$ cat src/hdl/bpt_pkg.sv
// Shared constants, types and encodings for the beacon presence table.
// Has no dependencies; the interfaces and the top level use it.
`default_nettype none

package bpt_pkg;

   // Table geometry.
   localparam int TABLE_DEPTH = 16;
   localparam int IDX_W       = (TABLE_DEPTH > 1) ? $clog2(TABLE_DEPTH) : 1;
   localparam int CNT_W       = $clog2(TABLE_DEPTH + 1);
   localparam logic [IDX_W-1:0] LAST_IDX = IDX_W'(TABLE_DEPTH - 1);

   // Field widths.
   localparam int OPCODE_W      = 2;
   localparam int ADDR_W        = 48;
   localparam int TIME_W        = 32;
   localparam int RSSI_W        = 8;
   localparam int ENTRY_COUNT_W = 5;
   localparam int PAIR_MODE_W   = 2;
   localparam int CSR_IDX_W     = 2;
   localparam int CSR_DATA_W    = 32;

   // Register indexes on the configuration port.
   localparam logic [CSR_IDX_W-1:0] CSR_NEAR_THRESHOLD  = 2'd0;
   localparam logic [CSR_IDX_W-1:0] CSR_CLOSE_THRESHOLD = 2'd1;
   localparam logic [CSR_IDX_W-1:0] CSR_UNSEEN_TIMEOUT  = 2'd2;

   // Register reset values.
   localparam logic signed [RSSI_W-1:0] NEAR_THRESHOLD_RST  = -8'sd80;
   localparam logic signed [RSSI_W-1:0] CLOSE_THRESHOLD_RST = -8'sd50;
   localparam logic [TIME_W-1:0]        UNSEEN_TIMEOUT_RST  = 32'd30000;

   typedef enum logic [OPCODE_W-1:0] {
      OP_REPORT       = 2'd0,
      OP_AGE          = 2'd1,
      OP_LEARN_BEGIN  = 2'd2,
      OP_LEARN_FINISH = 2'd3
   } op_type;

   typedef enum logic [PAIR_MODE_W-1:0] {
      PAIR_OPEN  = 2'd0,
      PAIR_ADDR  = 2'd1,
      PAIR_EMPTY = 2'd2
   } pair_type;

   typedef enum logic [2:0] {
      S_IDLE,
      S_SCAN,
      S_APPLY,
      S_SUM,
      S_DONE
   } seq_state_type;

endpackage

`default_nettype wire

$ cat src/hdl/bpt_intf.sv
// Valid/ready channel interfaces for requests, responses and register writes.
// Depends on bpt_pkg for the field widths.
`default_nettype none

interface bpt_req_if;
   logic                                 valid;
   logic                                 ready;
   logic [bpt_pkg::OPCODE_W-1:0]         opcode;
   logic [bpt_pkg::TIME_W-1:0]           now_ms;
   logic [bpt_pkg::ADDR_W-1:0]           beacon_address;
   logic signed [bpt_pkg::RSSI_W-1:0]    beacon_strength;
   logic [bpt_pkg::TIME_W-1:0]           pause_ms;

   modport source (output valid, opcode, now_ms, beacon_address, beacon_strength,
                   pause_ms, input ready);
   modport sink   (input valid, opcode, now_ms, beacon_address, beacon_strength,
                   pause_ms, output ready);
endinterface

interface bpt_rsp_if;
   logic                                 valid;
   logic                                 ready;
   logic                                 present;
   logic                                 close;
   logic [bpt_pkg::ENTRY_COUNT_W-1:0]    entry_count;
   logic [bpt_pkg::PAIR_MODE_W-1:0]      pair_mode;
   logic [bpt_pkg::ADDR_W-1:0]           pair_address;
   logic                                 learning;
   logic                                 dropped;

   modport source (output valid, present, close, entry_count, pair_mode, pair_address,
                   learning, dropped, input ready);
   modport sink   (input valid, present, close, entry_count, pair_mode, pair_address,
                   learning, dropped, output ready);
endinterface

interface bpt_csr_if;
   logic                                 valid;
   logic                                 ready;
   logic [bpt_pkg::CSR_IDX_W-1:0]        index;
   logic [bpt_pkg::CSR_DATA_W-1:0]       data;

   modport source (output valid, index, data, input ready);
   modport sink   (input valid, index, data, output ready);
endinterface

`default_nettype wire

$ cat src/hdl/beacon_presence_table.sv
// Beacon presence table: each request beat runs through two passes of the
// single entry-at-a-time sequencer, one that performs the operation and one
// that summarizes, before its response is loaded into the response register.
// A new request is accepted the cycle after the response is loaded, even if
// the previous response beat has not yet been taken. Synchronous reset clears
// the valid bits, pairing, learning flag, registers and handshake state.
`default_nettype none

module beacon_presence_table (
   input  wire logic   clock,
   input  wire logic   reset,
   bpt_req_if.sink     req_bus,
   bpt_rsp_if.source   rsp_bus,
   bpt_csr_if.sink     csr_bus
);

   // ------------------------------------------------------------------
   // Table storage. Only the valid bits are reset; the payload of an
   // entry is read only behind its valid bit.
   // ------------------------------------------------------------------
   logic                              valid_ff [bpt_pkg::TABLE_DEPTH];
   logic [bpt_pkg::ADDR_W-1:0]        tbl_addr_ff [bpt_pkg::TABLE_DEPTH];
   logic signed [bpt_pkg::RSSI_W-1:0] tbl_rssi_ff [bpt_pkg::TABLE_DEPTH];
   logic [bpt_pkg::TIME_W-1:0]        tbl_time_ff [bpt_pkg::TABLE_DEPTH];

   // Sequencer and pass index.
   bpt_pkg::seq_state_type      state_ff, state_in;
   logic [bpt_pkg::IDX_W-1:0]   idx_ff, idx_in;

   // Latched request beat.
   bpt_pkg::op_type                   op_ff;
   logic [bpt_pkg::TIME_W-1:0]        now_ff;
   logic [bpt_pkg::ADDR_W-1:0]        addr_ff;
   logic signed [bpt_pkg::RSSI_W-1:0] rssi_ff;
   logic [bpt_pkg::TIME_W-1:0]        pause_ff;

   // Configuration registers.
   logic signed [bpt_pkg::RSSI_W-1:0] near_ff, near_in;
   logic signed [bpt_pkg::RSSI_W-1:0] close_th_ff, close_th_in;
   logic [bpt_pkg::TIME_W-1:0]        timeout_ff, timeout_in;

   // Pairing state.
   bpt_pkg::pair_type           pair_mode_ff, pair_mode_in;
   logic [bpt_pkg::ADDR_W-1:0]  pair_addr_ff, pair_addr_in;
   logic                        learn_ff, learn_in;

   // Scan results of the operation pass.
   logic                              hit_ff, hit_in;
   logic [bpt_pkg::IDX_W-1:0]         hit_idx_ff, hit_idx_in;
   logic                              free_ff, free_in;
   logic [bpt_pkg::IDX_W-1:0]         free_idx_ff, free_idx_in;
   logic                              best_ff, best_in;
   logic signed [bpt_pkg::RSSI_W-1:0] best_rssi_ff, best_rssi_in;
   logic [bpt_pkg::ADDR_W-1:0]        best_addr_ff, best_addr_in;

   // Summary pass accumulators.
   logic [bpt_pkg::CNT_W-1:0]   cnt_ff, cnt_in;
   logic                        close_ff, close_in;
   logic                        present_ff, present_in;
   logic                        dropped_ff, dropped_in;

   // Response register.
   logic                              rsp_valid_ff, rsp_valid_in;
   logic                              rsp_load;
   logic                              rsp_present_ff;
   logic                              rsp_close_ff;
   logic [bpt_pkg::ENTRY_COUNT_W-1:0] rsp_count_ff;
   bpt_pkg::pair_type                 rsp_pair_mode_ff;
   logic [bpt_pkg::ADDR_W-1:0]        rsp_pair_addr_ff;
   logic                              rsp_learning_ff;
   logic                              rsp_dropped_ff;

   // Table write controls.
   logic                        tbl_we_addr;
   logic                        tbl_we_rssi;
   logic                        tbl_we_time;
   logic [bpt_pkg::IDX_W-1:0]   tbl_wr_idx;
   logic [bpt_pkg::TIME_W-1:0]  tbl_wr_time;
   logic                        vld_we;
   logic                        vld_wdata;

   // Shared datapath on the entry selected by the pass index.
   logic                              cur_valid;
   logic [bpt_pkg::ADDR_W-1:0]        cur_addr;
   logic signed [bpt_pkg::RSSI_W-1:0] cur_rssi;
   logic [bpt_pkg::TIME_W-1:0]        cur_time;
   logic [bpt_pkg::ADDR_W-1:0]        cmp_addr;
   logic                              addr_match;
   logic [bpt_pkg::TIME_W-1:0]        shifted_time;
   logic [bpt_pkg::TIME_W-1:0]        age_ms;
   logic                              expired;
   logic                              better;
   logic                              report_ok;
   logic                              req_fire;
   logic                              last_idx;

   assign req_bus.ready = (state_ff == bpt_pkg::S_IDLE);
   assign req_fire      = req_bus.valid && req_bus.ready;
   assign csr_bus.ready = 1'b1;

   assign cur_valid = valid_ff[idx_ff];
   assign cur_addr  = tbl_addr_ff[idx_ff];
   assign cur_rssi  = tbl_rssi_ff[idx_ff];
   assign cur_time  = tbl_time_ff[idx_ff];
   assign last_idx  = (idx_ff == bpt_pkg::LAST_IDX);

   // One address comparator serves both passes: the request address while
   // the operation pass looks for a known entry, the paired address while
   // the summary pass checks presence.
   assign cmp_addr   = (state_ff == bpt_pkg::S_SUM) ? pair_addr_ff : addr_ff;
   assign addr_match = (cur_addr == cmp_addr);

   // Aging arithmetic: wrapping time shift and wrapping age.
   assign shifted_time = cur_time + pause_ff;
   assign age_ms       = now_ff - cur_time;
   assign expired      = (age_ms > timeout_ff);

   // Strongest entry wins; on equal strength the lower address wins.
   assign better = !best_ff || (cur_rssi > best_rssi_ff) ||
                   ((cur_rssi == best_rssi_ff) && (cur_addr < best_addr_ff));

   // A report counts only above the near threshold, and only from an
   // accepted source: anyone while learning or unpaired, else the partner.
   assign report_ok = (rssi_ff > near_ff) &&
                      (learn_ff || (pair_mode_ff == bpt_pkg::PAIR_OPEN) ||
                       ((pair_mode_ff == bpt_pkg::PAIR_ADDR) && (pair_addr_ff == addr_ff)));

   // ------------------------------------------------------------------
   // Configuration writes. Writes to an index past the register list
   // are taken and ignored.
   // ------------------------------------------------------------------
   always_comb begin
      near_in     = near_ff;
      close_th_in = close_th_ff;
      timeout_in  = timeout_ff;
      if (csr_bus.valid) begin
         case (csr_bus.index)
            bpt_pkg::CSR_NEAR_THRESHOLD: begin
               near_in = $signed(csr_bus.data[bpt_pkg::RSSI_W-1:0]);
            end
            bpt_pkg::CSR_CLOSE_THRESHOLD: begin
               close_th_in = $signed(csr_bus.data[bpt_pkg::RSSI_W-1:0]);
            end
            bpt_pkg::CSR_UNSEEN_TIMEOUT: begin
               timeout_in = csr_bus.data[bpt_pkg::TIME_W-1:0];
            end
            default: begin
            end
         endcase
      end
   end

   // ------------------------------------------------------------------
   // Sequencer: next state, pass bookkeeping and table write strobes.
   // ------------------------------------------------------------------
   always_comb begin
      state_in      = state_ff;
      idx_in        = idx_ff;
      pair_mode_in  = pair_mode_ff;
      pair_addr_in  = pair_addr_ff;
      learn_in      = learn_ff;
      hit_in        = hit_ff;
      hit_idx_in    = hit_idx_ff;
      free_in       = free_ff;
      free_idx_in   = free_idx_ff;
      best_in       = best_ff;
      best_rssi_in  = best_rssi_ff;
      best_addr_in  = best_addr_ff;
      cnt_in        = cnt_ff;
      close_in      = close_ff;
      present_in    = present_ff;
      dropped_in    = dropped_ff;
      rsp_load      = 1'b0;
      rsp_valid_in  = rsp_valid_ff && !rsp_bus.ready;
      tbl_we_addr   = 1'b0;
      tbl_we_rssi   = 1'b0;
      tbl_we_time   = 1'b0;
      tbl_wr_idx    = idx_ff;
      tbl_wr_time   = now_ff;
      vld_we        = 1'b0;
      vld_wdata     = 1'b0;

      case (state_ff)
         bpt_pkg::S_IDLE: begin
            if (req_fire) begin
               state_in   = bpt_pkg::S_SCAN;
               idx_in     = '0;
               hit_in     = 1'b0;
               free_in    = 1'b0;
               best_in    = 1'b0;
               dropped_in = 1'b0;
            end
         end

         bpt_pkg::S_SCAN: begin
            case (op_ff)
               bpt_pkg::OP_REPORT: begin
                  if (cur_valid && addr_match && !hit_ff) begin
                     hit_in     = 1'b1;
                     hit_idx_in = idx_ff;
                  end
                  if (!cur_valid && !free_ff) begin
                     free_in     = 1'b1;
                     free_idx_in = idx_ff;
                  end
               end
               bpt_pkg::OP_AGE: begin
                  if (cur_valid) begin
                     if (pause_ff != '0) begin
                        tbl_we_time = 1'b1;
                        tbl_wr_time = shifted_time;
                     end else if (expired) begin
                        vld_we    = 1'b1;
                        vld_wdata = 1'b0;
                     end
                  end
               end
               bpt_pkg::OP_LEARN_FINISH: begin
                  if (cur_valid && better) begin
                     best_in      = 1'b1;
                     best_rssi_in = cur_rssi;
                     best_addr_in = cur_addr;
                  end
               end
               default: begin
               end
            endcase
            if (last_idx) begin
               state_in = bpt_pkg::S_APPLY;
            end else begin
               idx_in = idx_ff + 1'b1;
            end
         end

         bpt_pkg::S_APPLY: begin
            case (op_ff)
               bpt_pkg::OP_REPORT: begin
                  if (report_ok) begin
                     if (hit_ff) begin
                        tbl_wr_idx  = hit_idx_ff;
                        tbl_we_rssi = 1'b1;
                        tbl_we_time = 1'b1;
                     end else if (free_ff) begin
                        tbl_wr_idx  = free_idx_ff;
                        tbl_we_addr = 1'b1;
                        tbl_we_rssi = 1'b1;
                        tbl_we_time = 1'b1;
                        vld_we      = 1'b1;
                        vld_wdata   = 1'b1;
                     end else begin
                        dropped_in = 1'b1;
                     end
                  end
               end
               bpt_pkg::OP_LEARN_BEGIN: begin
                  learn_in = 1'b1;
               end
               bpt_pkg::OP_LEARN_FINISH: begin
                  if (learn_ff) begin
                     learn_in = 1'b0;
                     if (best_ff) begin
                        pair_mode_in = bpt_pkg::PAIR_ADDR;
                        pair_addr_in = best_addr_ff;
                     end else begin
                        pair_mode_in = bpt_pkg::PAIR_EMPTY;
                        pair_addr_in = '0;
                     end
                  end
               end
               default: begin
               end
            endcase
            state_in   = bpt_pkg::S_SUM;
            idx_in     = '0;
            cnt_in     = '0;
            close_in   = 1'b0;
            present_in = 1'b0;
         end

         bpt_pkg::S_SUM: begin
            if (cur_valid) begin
               cnt_in = cnt_ff + 1'b1;
               if (cur_rssi >= close_th_ff) begin
                  close_in = 1'b1;
               end
               if (addr_match && (pair_mode_ff == bpt_pkg::PAIR_ADDR)) begin
                  present_in = 1'b1;
               end
            end
            if (last_idx) begin
               state_in = bpt_pkg::S_DONE;
            end else begin
               idx_in = idx_ff + 1'b1;
            end
         end

         bpt_pkg::S_DONE: begin
            // Hand the summary to the response register once it is free.
            if (!rsp_valid_ff || rsp_bus.ready) begin
               rsp_load     = 1'b1;
               rsp_valid_in = 1'b1;
               state_in     = bpt_pkg::S_IDLE;
            end
         end

         default: begin
            state_in = bpt_pkg::S_IDLE;
         end
      endcase
   end

   // ------------------------------------------------------------------
   // Control registers.
   // ------------------------------------------------------------------
   always_ff @(posedge clock) begin
      if (reset) begin
         state_ff     <= bpt_pkg::S_IDLE;
         idx_ff       <= '0;
         near_ff      <= bpt_pkg::NEAR_THRESHOLD_RST;
         close_th_ff  <= bpt_pkg::CLOSE_THRESHOLD_RST;
         timeout_ff   <= bpt_pkg::UNSEEN_TIMEOUT_RST;
         pair_mode_ff <= bpt_pkg::PAIR_OPEN;
         pair_addr_ff <= '0;
         learn_ff     <= 1'b0;
         rsp_valid_ff <= 1'b0;
      end else begin
         state_ff     <= state_in;
         idx_ff       <= idx_in;
         near_ff      <= near_in;
         close_th_ff  <= close_th_in;
         timeout_ff   <= timeout_in;
         pair_mode_ff <= pair_mode_in;
         pair_addr_ff <= pair_addr_in;
         learn_ff     <= learn_in;
         rsp_valid_ff <= rsp_valid_in;
      end
   end

   // Pass bookkeeping and the latched request; each is set up before use.
   always_ff @(posedge clock) begin
      hit_ff       <= hit_in;
      hit_idx_ff   <= hit_idx_in;
      free_ff      <= free_in;
      free_idx_ff  <= free_idx_in;
      best_ff      <= best_in;
      best_rssi_ff <= best_rssi_in;
      best_addr_ff <= best_addr_in;
      cnt_ff       <= cnt_in;
      close_ff     <= close_in;
      present_ff   <= present_in;
      dropped_ff   <= dropped_in;
      if (req_fire) begin
         op_ff    <= bpt_pkg::op_type'(req_bus.opcode);
         now_ff   <= req_bus.now_ms;
         addr_ff  <= req_bus.beacon_address;
         rssi_ff  <= req_bus.beacon_strength;
         pause_ff <= req_bus.pause_ms;
      end
   end

   // ------------------------------------------------------------------
   // Table storage: one write port shared by all operations.
   // ------------------------------------------------------------------
   always_ff @(posedge clock) begin
      if (reset) begin
         for (int i = 0; i < bpt_pkg::TABLE_DEPTH; i++) begin
            valid_ff[i] <= 1'b0;
         end
      end else if (vld_we) begin
         valid_ff[tbl_wr_idx] <= vld_wdata;
      end
   end

   always_ff @(posedge clock) begin
      if (tbl_we_addr) begin
         tbl_addr_ff[tbl_wr_idx] <= addr_ff;
      end
      if (tbl_we_rssi) begin
         tbl_rssi_ff[tbl_wr_idx] <= rssi_ff;
      end
      if (tbl_we_time) begin
         tbl_time_ff[tbl_wr_idx] <= tbl_wr_time;
      end
   end

   // ------------------------------------------------------------------
   // Response register. The paired address reads as zero unless the
   // table is paired to an address.
   // ------------------------------------------------------------------
   always_ff @(posedge clock) begin
      if (rsp_load) begin
         rsp_present_ff   <= present_ff;
         rsp_close_ff     <= close_ff;
         rsp_count_ff     <= bpt_pkg::ENTRY_COUNT_W'(cnt_ff);
         rsp_pair_mode_ff <= pair_mode_ff;
         rsp_pair_addr_ff <= (pair_mode_ff == bpt_pkg::PAIR_ADDR) ? pair_addr_ff : '0;
         rsp_learning_ff  <= learn_ff;
         rsp_dropped_ff   <= dropped_ff;
      end
   end

   assign rsp_bus.valid        = rsp_valid_ff;
   assign rsp_bus.present      = rsp_present_ff;
   assign rsp_bus.close        = rsp_close_ff;
   assign rsp_bus.entry_count  = rsp_count_ff;
   assign rsp_bus.pair_mode    = rsp_pair_mode_ff;
   assign rsp_bus.pair_address = rsp_pair_addr_ff;
   assign rsp_bus.learning     = rsp_learning_ff;
   assign rsp_bus.dropped      = rsp_dropped_ff;

endmodule

`default_nettype wire

$ cat src/flat_wrapper.sv
// flat-port wrapper written by rule: the top's interface ports become plain ports
module beacon_presence_table_flat 
  (clock, reset, req_bus_valid, req_bus_opcode, req_bus_now_ms, req_bus_beacon_address, req_bus_beacon_strength, req_bus_pause_ms, req_bus_ready, rsp_bus_valid, rsp_bus_present, rsp_bus_close, rsp_bus_entry_count, rsp_bus_pair_mode, rsp_bus_pair_address, rsp_bus_learning, rsp_bus_dropped, rsp_bus_ready, csr_bus_valid, csr_bus_index, csr_bus_data, csr_bus_ready);
  bpt_req_if req_bus_i ();
  bpt_rsp_if rsp_bus_i ();
  bpt_csr_if csr_bus_i ();
  input  wire logic clock;
  input  wire logic reset;
  input wire logic [$bits(req_bus_i.valid)-1:0] req_bus_valid;
  input wire logic [$bits(req_bus_i.opcode)-1:0] req_bus_opcode;
  input wire logic [$bits(req_bus_i.now_ms)-1:0] req_bus_now_ms;
  input wire logic [$bits(req_bus_i.beacon_address)-1:0] req_bus_beacon_address;
  input wire logic [$bits(req_bus_i.beacon_strength)-1:0] req_bus_beacon_strength;
  input wire logic [$bits(req_bus_i.pause_ms)-1:0] req_bus_pause_ms;
  output wire logic [$bits(req_bus_i.ready)-1:0] req_bus_ready;
  output wire logic [$bits(rsp_bus_i.valid)-1:0] rsp_bus_valid;
  output wire logic [$bits(rsp_bus_i.present)-1:0] rsp_bus_present;
  output wire logic [$bits(rsp_bus_i.close)-1:0] rsp_bus_close;
  output wire logic [$bits(rsp_bus_i.entry_count)-1:0] rsp_bus_entry_count;
  output wire logic [$bits(rsp_bus_i.pair_mode)-1:0] rsp_bus_pair_mode;
  output wire logic [$bits(rsp_bus_i.pair_address)-1:0] rsp_bus_pair_address;
  output wire logic [$bits(rsp_bus_i.learning)-1:0] rsp_bus_learning;
  output wire logic [$bits(rsp_bus_i.dropped)-1:0] rsp_bus_dropped;
  input wire logic [$bits(rsp_bus_i.ready)-1:0] rsp_bus_ready;
  input wire logic [$bits(csr_bus_i.valid)-1:0] csr_bus_valid;
  input wire logic [$bits(csr_bus_i.index)-1:0] csr_bus_index;
  input wire logic [$bits(csr_bus_i.data)-1:0] csr_bus_data;
  output wire logic [$bits(csr_bus_i.ready)-1:0] csr_bus_ready;
  assign req_bus_i.valid = req_bus_valid;
  assign req_bus_i.opcode = req_bus_opcode;
  assign req_bus_i.now_ms = req_bus_now_ms;
  assign req_bus_i.beacon_address = req_bus_beacon_address;
  assign req_bus_i.beacon_strength = req_bus_beacon_strength;
  assign req_bus_i.pause_ms = req_bus_pause_ms;
  assign req_bus_ready = req_bus_i.ready;
  assign rsp_bus_valid = rsp_bus_i.valid;
  assign rsp_bus_present = rsp_bus_i.present;
  assign rsp_bus_close = rsp_bus_i.close;
  assign rsp_bus_entry_count = rsp_bus_i.entry_count;
  assign rsp_bus_pair_mode = rsp_bus_i.pair_mode;
  assign rsp_bus_pair_address = rsp_bus_i.pair_address;
  assign rsp_bus_learning = rsp_bus_i.learning;
  assign rsp_bus_dropped = rsp_bus_i.dropped;
  assign rsp_bus_i.ready = rsp_bus_ready;
  assign csr_bus_i.valid = csr_bus_valid;
  assign csr_bus_i.index = csr_bus_index;
  assign csr_bus_i.data = csr_bus_data;
  assign csr_bus_ready = csr_bus_i.ready;
  beacon_presence_table u_core (.clock(clock), .reset(reset), .req_bus(req_bus_i), .rsp_bus(rsp_bus_i), .csr_bus(csr_bus_i));
endmodule
$ cat config.mk
export PLATFORM = sky130hd
export DESIGN_NAME = beacon_presence_table_flat
export DESIGN_NICKNAME = d
export VERILOG_FILES = /design/src/hdl/bpt_pkg.sv /design/src/hdl/bpt_intf.sv /design/src/hdl/beacon_presence_table.sv /design/src/flat_wrapper.sv
export SDC_FILE = /design/constraint.sdc
export NUM_CORES = 2
export LEC_CHECK = 0
export BUFFER_PORTS_ARGS = -buffer_cell sky130_fd_sc_hd__buf_2
export CAP_MARGIN = 20
export CORE_MARGIN = 10
export CORE_UTILIZATION = 60
export CTS_CLUSTER_SIZE = 10
export DETAILED_ROUTE_END_ITERATION = 10
export PLACE_DENSITY = 0.77
export SLEW_MARGIN = 40
export SYNTH_ARGS = -nofsm -noshare
export SYNTH_HDL_FRONTEND = slang
export SYNTH_SLANG_ARGS = --single-unit
$ cat constraint.sdc
create_clock -name clock -period 8.51 [get_ports clock]
set_input_delay 0.851 -clock clock [delete_from_list [all_inputs] [get_ports clock]]
set_output_delay 0.851 -clock clock [all_outputs]
set_load 0.03 [all_outputs]
After elaboration in Yosys (flattened, before gate mapping)
Memories as Yosys holds them, arrays and structs flattened. A register that Yosys moved wholly into a read port is not among the register bits.
Cells that the tools add are included.
- memories kept: 4
- bits in read-only memories: 0
- RAM bits: 1424
- register bits: 363
- bits in latches: 0
- word-level logic and storage cells: 214
- divide/modulo/power cells: 0
- shifts and indexed selects: 0
- muxes and demuxes: 88
- add/sub/neg operators: 4
- reductions and logical operators: 50
- eq/ne operators: 31
- bitwise operators: 0
- magnitude comparators: 5
- $mul: 0
- memory list (memory ; words ; bits a word ; rd ports ; clocked after Yosys merged registers in ; wr ports ; line ; source):
    u_core.tbl_addr_ff ; 16 ; 48 ; 1 ; 1 ; 1 ; beacon_presence_table.sv:22 ; logic [bpt_pkg::ADDR_W-1:0] tbl_addr_ff [bpt_pkg::TABLE_DEPTH];
    u_core.tbl_time_ff ; 16 ; 32 ; 1 ; 1 ; 1 ; beacon_presence_table.sv:24 ; logic [bpt_pkg::TIME_W-1:0] tbl_time_ff [bpt_pkg::TABLE_DEPTH];
    u_core.tbl_rssi_ff ; 16 ; 8 ; 1 ; 1 ; 1 ; beacon_presence_table.sv:23 ; logic signed [bpt_pkg::RSSI_W-1:0] tbl_rssi_ff [bpt_pkg::TABLE_DEPTH];
    u_core.valid_ff ; 16 ; 1 ; 1 ; 1 ; 16 ; beacon_presence_table.sv:21 ; logic valid_ff [bpt_pkg::TABLE_DEPTH];
- operators by type and width (kind ; count):
    32-bit two-way mux ; 4
    48-bit equality test ; 2
    48-bit two-way mux ; 2
    4-bit two-way mux ; 16
    48-bit < comparator ; 1
    1-bit two-way mux ; 48
    32-bit adder ; 1
    32-bit > comparator ; 1
    32-bit nonzero test ; 1
    32-bit subtractor ; 1
    3-bit AND reduction ; 7
    2-bit by 1-bit != test with 1-bit output, second input constant ; 10
    1-bit one-hot mux with 2 select lines ; 9
    8-bit > comparator ; 2
    4-bit AND reduction ; 4
    3-bit one-hot mux with 5 select lines ; 1
    2-bit != test, second input constant ; 7
    3-bit two-way mux ; 4
    4-bit one-hot mux with 3 select lines ; 1
    1-bit logical AND ; 10
    5-bit one-hot mux with 2 select lines ; 1
    2-bit AND reduction ; 5
    8-bit equality test ; 1
    8-bit >= comparator ; 1
    other kinds (19) ; 38

Longest topological paths before layout
- depth after elaboration: 12
- gate-level depth with buffers: 31
- mapped depth without buffers: 23

Worst setup path after synthesis
No wires, ideal clock.
- path kind: register -> register
- from: register with a tool-made name
- to: memory u_core.valid_ff[11] (enable)
- stages on the path, launching flop included: 30
- slack: 0.843 ns
- arrival time: 7.412 ns
- path buffers: 7
- cell sequence: dfxtp_1 -> buf_4 -> buf_6 -> buf_6 -> buf_4 -> buf_2 -> buf_1 -> mux4_2 -> mux4_2 -> inv_1 -> ha_1 -> nor2b_1 -> o31a_1 -> a2111oi_0 -> o21ai_0 -> a21o_1 -> a311oi_1 -> o21bai_1 -> o2111a_1 -> a211oi_1 -> ha_1 -> nand2_1 -> nor4_1 -> nand2_1 -> or4_1 -> or3_1 -> nand4_1 -> o21a_1 -> clkbuf_1 -> o21bai_1
- RTL lines (item ; line):
    to (decl) ; beacon_presence_table.sv:21

==> qor.csv <==
stage,metric,value,unit
synthesis,Main synth FF type,edfxtp_1,
sta,unrepaired setup endpoints after global routing,false,
cts,CTS H-tree depth,4,
cts,post-cts sizing count,0,
status,status,"complete, no violations",
cells_and_area,"Net count, final",4928,
synthesis,Mapped Avg Cell Area,17.59,um2
synthesis,most numerous cell in the Yosys netlist,edfxtp_1,
grt,vias in the first global route,42890,
placement,DP HPWL,125000,um
setup_path,Crit. End Element,flop,
cells_and_area,Layout area overhead,12.90,%
cells_and_area,layout cells sized above 1,22.36,%
synthesis,Post-Syn Instances,4242,
power_and_ir_drop,leak pwr,28.20,nW
synthesis,post-synthesis cell type count,84,
sta,Max Transition Viols Final,0,
min_path,worst hold path type,in -> reg,
setup_path,worst path required time,9.05,ns
setup_path,worst path cell trace,buf_12 > mux4_2 > mux4_2 > inv_1 > ha_1 > a211oi_1 > o21ai_0 > a221oi_1 > a21oi_1 > o41ai_1 > o211ai_1 > a21oi_1 > xnor2_1 > ha_1 > nand2_1 > nor4_1 > nand2_1 > or4_1 > or3_1 > nand4_1 > o21a_1 > buf_4 > o21bai_1,
sta,Final Hold Violating Endpoints,0,
setup_path,"CP delay by family, top",compound AO/OA/AOI/OAI gates,
floorplan,Die X,372.6,um
setup_path,R2R setup slack,0.47,ns
synthesis,YS warnings,0,
synthesis,ranking of synthesized cells by area,"edfxtp_1, mux4_2, dfxtp_1",
grt,first-pass GRT wire length,299300,um
drt,via count,42840,
power_and_ir_drop,total power,18.56,mW
setup_path,worst r2r dst,u_core.valid_ff[0]$_SDFFCE_PN0P_,
sta,maximum operating frequency,0.1244,GHz
setup_path,CP Class,reg -> reg,
setup_path,Worst R2R Path Depth,23,
drt,routed wire length,206300,um
power_and_ir_drop,power per standard cell area,220.4,mW/mm2
drt,drt pass-1 iters,6,
sta,worst slew pin tran,0.8863,ns
power_and_ir_drop,Max VDD drop,198.1,uV
sta,Max-slew headroom,40.37,%
cells_and_area,Reg area,0.05269,mm2
floorplan,DIE AREA,0.1388,mm2
setup_path,Critical Path Start Type,flop,
synthesis,synth cell count leaders,"edfxtp_1, mux4_2, nand2_1",
sta,setup violators final,0,
min_path,Hold Path End,u_core.addr_ff[20]$_DFFE_PP_,
placement,Buffers on Ports,221,
floorplan,IO Count,223,
sta,worst clock skew,0.03352,ns
drt,DR iter-0 viols,6217,
cts,Num CTS Buffers,199,
drt,vias per inst,6.736,
drt,DRC,0,
synthesis,post-synthesis net count,4573,
sta,fin crit share,94.45,%
placement,Placer Congestion,0.9627,
synthesis,#FFs+latches synth,1791,
setup_path,CP Max Fanout,39,
cts,CTS max path bufs,3,
sta,min Tclk post-route,8.037,ns
synthesis,sequential-to-total area share from yosys stat,70.60,%
min_path,hold path depth,1,
floorplan,initial core utilization,60.34,%
grt,GRT Total Usage,29.29,%
floorplan,chip height,372.6,um
floorplan,CORE AREA,0.1236,mm2
min_path,Hold Crit Start,req_bus_beacon_address[20],
sta,setup TNS,0,ns
synthesis,share of the synthesized area in the top cell type,67.62,%
setup_path,Buf/Inv on CP,3,
cts,root buf cell,clkbuf_16,
cts,CTS Hold Bufs,0,
setup_path,CP max stage cell,o41ai_1,
cts,clock sinks,1791,
cts,worst skew pair latency,0.82,ns
drt,routed len/inst,32.44,um
synthesis,Post-synth EDFFs,1680,
synthesis,synthesized area,0.07460,mm2
grt,largest net degree at the start of global routing,122,
setup_path,"Arr. time, crit path",8.58,ns
synthesis,Yosys top cell by area,edfxtp_1,
setup_path,CP max stage delay,0.75,ns
floorplan,Placement Rows,129,
synthesis,Async SR Flop Fraction,0,%
cts,CTS tree,done,
cts,Post-CTS Setup Bufs,0,
cells_and_area,Multi-input gate area,0.02079,mm2
flow_run,maxcap violations,0,
drt,Final ANT Viol Nets,0,
cells_and_area,fillers,7791,
cts,Worst-path clk slew,0.06,ns
grt,Congestion Overflow GR,0,
grt,antenna violations before repair,19,
cells_and_area,antenna cells,0,
==> final cells by class <==
cell class              count  area share (%)
clock buffers             311           6.474
clock inverters            16          0.2763
inverters                 162          0.7249
well taps                1637           2.432
flip-flops and latches   1791           62.55
multi-input cells        2097           24.69
repair buffers            346           2.858
==> per-layer routing <==
| layer | part of all wire, % | vias to the layer above | GRT usage [%] | wire length, um |
|---|---|---|---|---|
| li1 | - | 17550 | - | - |
| met1 | 37 | 21820 | 39.77 | 76150 |
| met2 | 47 | 3018 | 45.57 | 97570 |
| met3 | 12 | 450 | 7.611 | 24240 |
| met4 | 4.0 | 4 | 11.56 | 8296 |
| met5 | 0.013 | - | 0 | 27 |
==> report_power, final <==
part | leakage, nW | switching [mW] | internal [mW] | total (mW)
Sequential | 16.0 | 0.107 | 9.70 | 9.81
Combinational | 9.46 | 0.633 | 0.418 | 1.05
Clock | 2.72 | 3.34 | 4.36 | 7.70
==> worst max path at each step <==
stage	to	slack (ns)	depth (start not counted)
floorplan	u_core.valid_ff[11]$_SDFFCE_PN0P_	0.84	29
detailed placement	u_core.valid_ff[9]$_SDFFCE_PN0P_	0.62	24
CTS	u_core.valid_ff[7]$_SDFFCE_PN0P_	0.58	24
finish	u_core.valid_ff[0]$_SDFFCE_PN0P_	0.47	23
global route	u_core.valid_ff[14]$_SDFFCE_PN0P_	0.12	24
global placement	u_core.valid_ff[3]$_SDFFCE_PN0P_	0.66	23
==> state kept, by name (all words and copies together) (netlist names), 16 cells and up, named ones only <==
name                         cells
u_core.tbl_addr_ff             768
u_core.tbl_rssi_ff             128
u_core.valid_ff                 16
u_core.pause_ff                 32
u_core.now_ff                   32
u_core.addr_ff                  48
u_core.rsp_bus.pair_address     48
u_core.best_addr_ff             48
u_core.pair_addr_ff             48
u_core.timeout_ff               32
u_core.tbl_time_ff             512
==> through the flow <==
stage	cells	worst slack, ns	hold WS [ns]	utilization, %	instance area, um2
finish	6360	0.4727	0.2072	68.13	84230
global route	6360	0.1197	0.1886	68.13	84230
CTS	6357	0.5757	0.1595	68.05	84140
detailed placement	6030	0.6232	0.4475	63.46	78450
global placement	6016	0.6602	0.4426	63.14	78070
floorplan	4242	0.8428	0.4003	-	74600
==> cell usage in the layout, fill, tap and decap left out, types with 56 or more instances in the layout <==
| cell type | instances |
|---|---|
| a21o_1 | 56 |
| a21oi_1 | 177 |
| and2_1 | 59 |
| buf_2 | 221 |
| buf_4 | 93 |
| clkbuf_1 | 109 |
| clkbuf_16 | 201 |
| dfxtp_1 | 107 |
| edfxtp_1 | 1680 |
| ha_1 | 168 |
| inv_1 | 160 |
| mux2i_1 | 86 |
| mux4_2 | 388 |
| nand2_1 | 238 |
| nand3_1 | 84 |
| nor2_1 | 124 |
| o21ai_0 | 69 |
| xnor2_1 | 61 |
| xor2_1 | 77 |
==> kinds of logic (layout without fill, tap and decap cells) <==
logic type               Yosys count  after routing  share of synthesized area (%)
AO/OA/AOI/OAI                    541            541                          4.760
XOR/XNOR                         138            138                          1.620
adder cells (fa/ha/maj)          170            170                          2.871
buffers and inverters            354            835                          2.068
flip-flops                      1791           1791                          70.60
multiplexers                     491            491                          13.20
other                              1              1                       0.005027
AND/OR/NAND/NOR                  756            756                          4.872
==> worst register-to-register path, delay by kind of cell, from the launching register on <==
kind	cells	cell delay, ns
AO/OA/AOI/OAI	9	2.71
AND/OR/NAND/NOR	6	1.82
multiplexers	2	1.16
flip-flops	1	0.72
buffers and inverters	3	0.72
adder cells (fa/ha/maj)	2	0.56
XOR/XNOR	1	0.09
Power figures use the tool's default switching activity.
